### src/sv/assert_macros.svh
// Assertion helpers for the RTL, included by mptc_back.sv.
`ifndef ASSERT_MACROS_SVH
`define ASSERT_MACROS_SVH

// Same-cycle implication, disabled while reset is high.
`define ASSERT_IMP(lbl, clk, rst, a, c, msg) \
  lbl: assert property (@(posedge clk) disable iff (rst) (a) |-> (c)) \
    else $error(msg);

// Next-cycle implication, disabled while reset is high.
`define ASSERT_NXT(lbl, clk, rst, a, c, msg) \
  lbl: assert property (@(posedge clk) disable iff (rst) (a) |=> (c)) \
    else $error(msg);

`endif

### src/sv/mptc_queue.sv
module mptc_queue #(
  parameter int WIDTH = 8,
  parameter int DEPTH = 4
) (
  input  logic                       clk,
  input  logic                       rst,
  input  logic                       wr_en,
  input  logic [WIDTH-1:0]           wr_data,
  output logic                       full,
  input  logic                       rd_en,
  output logic [WIDTH-1:0]           rd_data,
  output logic                       empty,
  output logic [$clog2(DEPTH+1)-1:0] count
);

  localparam int PTR_W = (DEPTH > 1) ? $clog2(DEPTH) : 1;
  localparam int CNT_W = $clog2(DEPTH + 1);

  logic [WIDTH-1:0] store [0:DEPTH-1];
  logic [PTR_W-1:0] head;
  logic [PTR_W-1:0] tail;
  logic             do_wr;
  logic             do_rd;

  assign full    = (count == CNT_W'(DEPTH));
  assign empty   = (count == '0);
  assign do_wr   = wr_en && !full;
  assign do_rd   = rd_en && !empty;
  assign rd_data = store[head];

  // Storage is written at the tail and has no reset.
  always_ff @(posedge clk) begin
    if (do_wr) begin
      store[tail] <= wr_data;
    end
  end

  // Pointers wrap at the depth; the count tracks occupancy.
  always_ff @(posedge clk) begin
    if (rst) begin
      head  <= '0;
      tail  <= '0;
      count <= '0;
    end else begin
      if (do_wr) begin
        tail <= (tail == PTR_W'(DEPTH - 1)) ? '0 : tail + PTR_W'(1);
      end
      if (do_rd) begin
        head <= (head == PTR_W'(DEPTH - 1)) ? '0 : head + PTR_W'(1);
      end
      if (do_wr && !do_rd) begin
        count <= count + CNT_W'(1);
      end else if (do_rd && !do_wr) begin
        count <= count - CNT_W'(1);
      end
    end
  end

endmodule

### config.mk
export PLATFORM = sky130hd
export DESIGN_NAME = mptc_queue
export DESIGN_NICKNAME = d
export VERILOG_FILES = /design/src/sv/assert_macros.svh /design/src/sv/mptc_queue.sv
export SDC_FILE = /design/constraint.sdc
export NUM_CORES = 1
export LEC_CHECK = 0
export BUFFER_PORTS_ARGS = -buffer_cell sky130_fd_sc_hd__clkbuf_2
export CAP_MARGIN = 15
export CORE_MARGIN = 10
export CORE_UTILIZATION = 59
export CTS_CLUSTER_DIAMETER = 150
export DETAILED_ROUTE_END_ITERATION = 8
export PLACE_DENSITY_LB_ADDON = 0.05
export SETUP_SLACK_MARGIN = 0.5
export SLEW_MARGIN = 0
export SYNTH_ARGS = -nofsm -noshare
export SYNTH_HDL_FRONTEND = slang
export SYNTH_SLANG_ARGS = --single-unit
### constraint.sdc
create_clock -name clk -period 4.2 [get_ports clk]
set_clock_uncertainty 0.1 [all_clocks]
set_input_delay 0.63 -clock clk [delete_from_list [all_inputs] [get_ports clk]]
set_output_delay 0.63 -clock clk [all_outputs]
set_load 0.1 [all_outputs]
== After elaboration in Yosys (flattened, before gate mapping) ==
Memory sizes are Yosys's and may differ from the RTL's. A register that Yosys moved wholly into a read port is not among the register bits.
Cells that the tools add are included.
Cells by class
  add/sub/neg operators: 4
  muxes and demuxes: 8
  eq/ne operators: 3
  reductions and logical operators: 10
Operators by type and width (number)
  two-way mux 2 bit: 4
  two-way mux 3 bit: 2
  adder 2 x 1 -> 2 bit, second input constant: 2
  equality test 2 bit, second input constant: 2
  logical AND 1 bit: 4
  zero test 1 bit: 4
  adder 3 x 1 -> 3 bit, second input constant: 1
  equality test 3 bit, second input constant: 1
  zero test 3 bit: 1
  subtractor 3 x 1 -> 3 bit, second input constant: 1
  two-way mux 1 bit: 2
  nonzero test 2 bit: 1
Storage, ports and cells
  logic and storage cells: 29
  memories kept: 1
  output and inout bits: 13
  register bits: 7
  memory bits (writable): 32
  input bits: 12
Memories
  store: words 4, bits a word 8, rd ports 1, clocked after Yosys merged registers in 1, write ports 1, line mptc_queue.sv:19  | logic [WIDTH-1:0] store [0:DEPTH-1];

== Logic depth before layout (Yosys ltp) ==
  depth in word-level cells: 7
  depth in mapped cells: 10
  mapped depth without buffers: 9

== Worst setup path after synthesis ==
Ideal clock, no wire load.
  path kind: register to output
  start point: register count[0]
  end point: output empty
  buffers on the path: 0
  path slack: 540 ps
  stages on the path, launching flop included: 2
  data required time: 3470 ps
  arrival time: 2930 ps
  cells stage by stage: dfxtp_1 -> nor3_1
Between the ends
  cells in the longest elaborated chain, start to end: 1
Ends and longest elaborated chain
  start: declaration: line mptc_queue.sv:13  | output logic [$clog2(DEPTH+1)-1:0] count
  start signal: assignment: line mptc_queue.sv:52  | count <= count + CNT_W'(1);
  start signal: assignment: line mptc_queue.sv:54  | count <= count - CNT_W'(1);
  zero test 3 bit: line mptc_queue.sv:26  | assign empty = (count == '0);
  end: declaration: line mptc_queue.sv:12  | output logic empty,
Every way passes these cells.

==> results.md <==
* 5.60 — Vias per Instance
* 547 ps — worst slew pin tran
* 5 — number of CTS-inserted buffers
* 2 — Crit path depth
* 1670 µm² — area of the mapped netlist
* flip-flops — dominant delay contributor by cell family on the critical path
* mux4_2, clkbuf_2 — critical path, cell by cell
* 0 — hold-fix buffer count after cts
* 18.1 µm² — per-instance average area after synthesis
* 0 — max_cap viols
* 4 — first-pass iteration count of the detailed router
* 1 — CP bufs+invs
* 38.3% — share of cells above drive strength 1
* 2700 ps — Final min period
* completed — outcome
* 1740 ps — Reg2Reg Setup Slack
* 92 — number of standard cells after synthesis
* 64.4% — Period Utilization, post-route
* 0 — number of warnings issued by yosys
* 2730 µm² — core region area
* 130 ps — Reg clk slew, reported paths
* 151 — fin cells
* 41 — TritonCTS Sinks
* 0 — final count of hold timing violations
* 1500 ps — worst-case setup margin in the final layout
* 3470 ps — Crit path required time
* 2750 µm — wire length reported by the detailed router
* 4420 µm — first-pass GRT wire length
* sky130_fd_sc_hd__edfxtp_1 — most area-hungry cell type in the Yosys netlist
* output port — Critical Path Sink Type
* 0 — post-route ant nets
* 0 — setup-violating endpoint count in the final report
* 2 — Max H-tree Level
* 0 — leftover overflow at the end of global routing
* 24 — # port buffers
* 370 MHz — fmax
* 9 — number of cells on the worst reg-to-reg path
* reg -> out — critical path class
* 61.1% — initial core utilization
* 1800 µm² — Placement Cell Area
* sky130_fd_sc_hd__clkbuf_4 — Root Driver
* 0% — ys async rst share
* 728 nW/µm² — power per cell area
* 32 — EDFF count, synth
* 15 — pin count of the biggest net entering global routing
* in -> reg — worst min path class
* rd_data[2] — crit path to
* 1.35 mW — total power
* 660 ps — Max stage delay on crit path
* 0 — diode count
* sky130_fd_sc_hd__edfxtp_1 — most repeated cell in the gate-level netlist after synthesis
* 73.2 µm — Die X-Extent
* count[0] — startpoint of the worst-slack reg-to-reg timing path
* 73.2 µm — Die H
* sky130_fd_sc_hd__edfxtp_1 (58%), sky130_fd_sc_hd__dfxtp_1 (11%), sky130_fd_sc_hd__mux4_2 (11%) — dominant cells by area after synthesis
* 19 — Site Rows
* sky130_fd_sc_hd__dfxtp_1 — Slowest cell on crit path
* sky130_fd_sc_hd__edfxtp_1 (32), sky130_fd_sc_hd__dfxtp_1 (9), sky130_fd_sc_hd__mux4_2 (8) — leading post-synthesis cells by instance count
* 2 — Clock Tree Buf Depth
* 143 — DP Cell Count
* 0 — DRC
* 5360 µm² — die area
* 186 — count of filler cells inserted in the layout
* 340 ps — Clk Latency, worst-skew pair
* 18.2 µm — post-DR wirelength/cell
* 11.5% — Synth-to-Final Area Change
* 111 — Post-Syn Nets
* 2070 µm — post-detailed-placement half-perimeter wirelength
* 0.708 nW — leakage power
* no — unrepaired setup endpoints after global routing
* 138 — number of nets in the layout
* 846 — via count
* sky130_fd_sc_hd__edfxtp_1 — dominant register cell in the synthesized netlist
* 0 — Setup Fix Bufs, Post-CTS
* 1970 ps — signal arrival time at the worst endpoint
* 68.4% — post-synthesis sequential area ratio
* 41 — count of state elements after synthesis
* 0 ps — final sum of negative setup slack
* 63.7% — max-slew headroom at the worst pin
* wr_data[3] — HP Start
* 0.000598 V — worst supply voltage drop on vdd
* 25 — number of primary I/O pins
* 0.673 — routability cong.
* register — crit start category
* 8 — critical path peak fanout
* 1710 ps — pre-CTS setup slack
* 57.6% — share of Yosys cell area claimed by the top area cell type
* 11.1% — Global Route Usage Sum
* 925 — via count of the first global-routing pass
* 43 — number of DRC violations after detailed-routing iteration 0
* 27 — count of distinct cell types in the synthesized netlist
* 0 — number of gates given a new drive strength after cts
* done — TritonCTS clock tree
* 0 — number of antenna violations at the first check in global routing
* count[2] — capture point of the worst reg-to-reg path
* 1860 µm² — finished layout cell area
* 0 — number of pins exceeding their max-slew limit in the final report
## layout by cell type, fill, tap and decap left out, types with 3 or more instances in the layout
cell type	Yosys	layout
sky130_fd_sc_hd__edfxtp_1	32	32
sky130_fd_sc_hd__clkbuf_4	0	5
sky130_fd_sc_hd__clkbuf_2	0	24
sky130_fd_sc_hd__ha_1	6	6
sky130_fd_sc_hd__and3_1	4	4
sky130_fd_sc_hd__inv_1	3	3
sky130_fd_sc_hd__mux4_2	8	8
sky130_fd_sc_hd__nor2_1	3	3
sky130_fd_sc_hd__dfxtp_1	9	9
## logic make-up (layout without fill, tap and decap cells)
family	Yosys count	in the layout	share of synthesized area [%]
compound gates	7	7	3.22
xor+xnor	2	2	1.05
fa+ha+maj	7	7	5.70
buf+inv	9	37	4.12
flops	41	41	68.4
mux	10	10	12.0
simple gates	16	16	5.55
## sequential cells by signal, indices dropped and copies added, names as in the netlist, named ones only
register and flops:
tail 2, count 3, store 32, head 2
## through the flow
step                utilization, %  hold WS, ps
finish                        68.1          400
floorplan                        -          363
detailed placement            66.0          390
CTS                           68.1          387
global placement              66.0          383
global route                  68.1          386
## routing by layer
metal,vias up,track usage [%],routed length [µm]
met1,409,11.9,1110
li1,405,-,-
met2,28,18.7,1390
met3,4,5.03,205
met4,0,4.43,45
met5,-,0,0
## worst min path at each step
| stage | to | slack, ps | cells past startpoint |
|---|---|---|---|
| finish | store[2][3] | 400 | 1 |
| global route | store[0][5] | 390 | 1 |
| floorplan | register | 360 | 2 |
| CTS | store[2][3] | 390 | 1 |
| detailed placement | register | 390 | 2 |
| global placement | head[0] | 380 | 2 |
## where the power goes
part	total (mW)	leakage, nW	internal (mW)	switching, mW
registers	0.547	0.367	0.495	0.0518
clock network	0.193	0.0321	0.0660	0.127
logic	0.616	0.309	0.137	0.479
total	1.35	0.708	0.697	0.658
## cell type report
class | count | area (µm²) | share of cell area, %
Sequential cell | 41 | 1140 | 61.3
Timing Repair Buffer | 24 | 120 | 6.45
Multi-Input combinational cell | 42 | 459 | 24.7
Clock inverter | 3 | 20.0 | 1.08
Tap cell | 31 | 38.8 | 2.08
Inverter | 5 | 45.0 | 2.42
Clock buffer | 5 | 37.5 | 2.02
No activity file was read; power rests on OpenSTA's default activity.
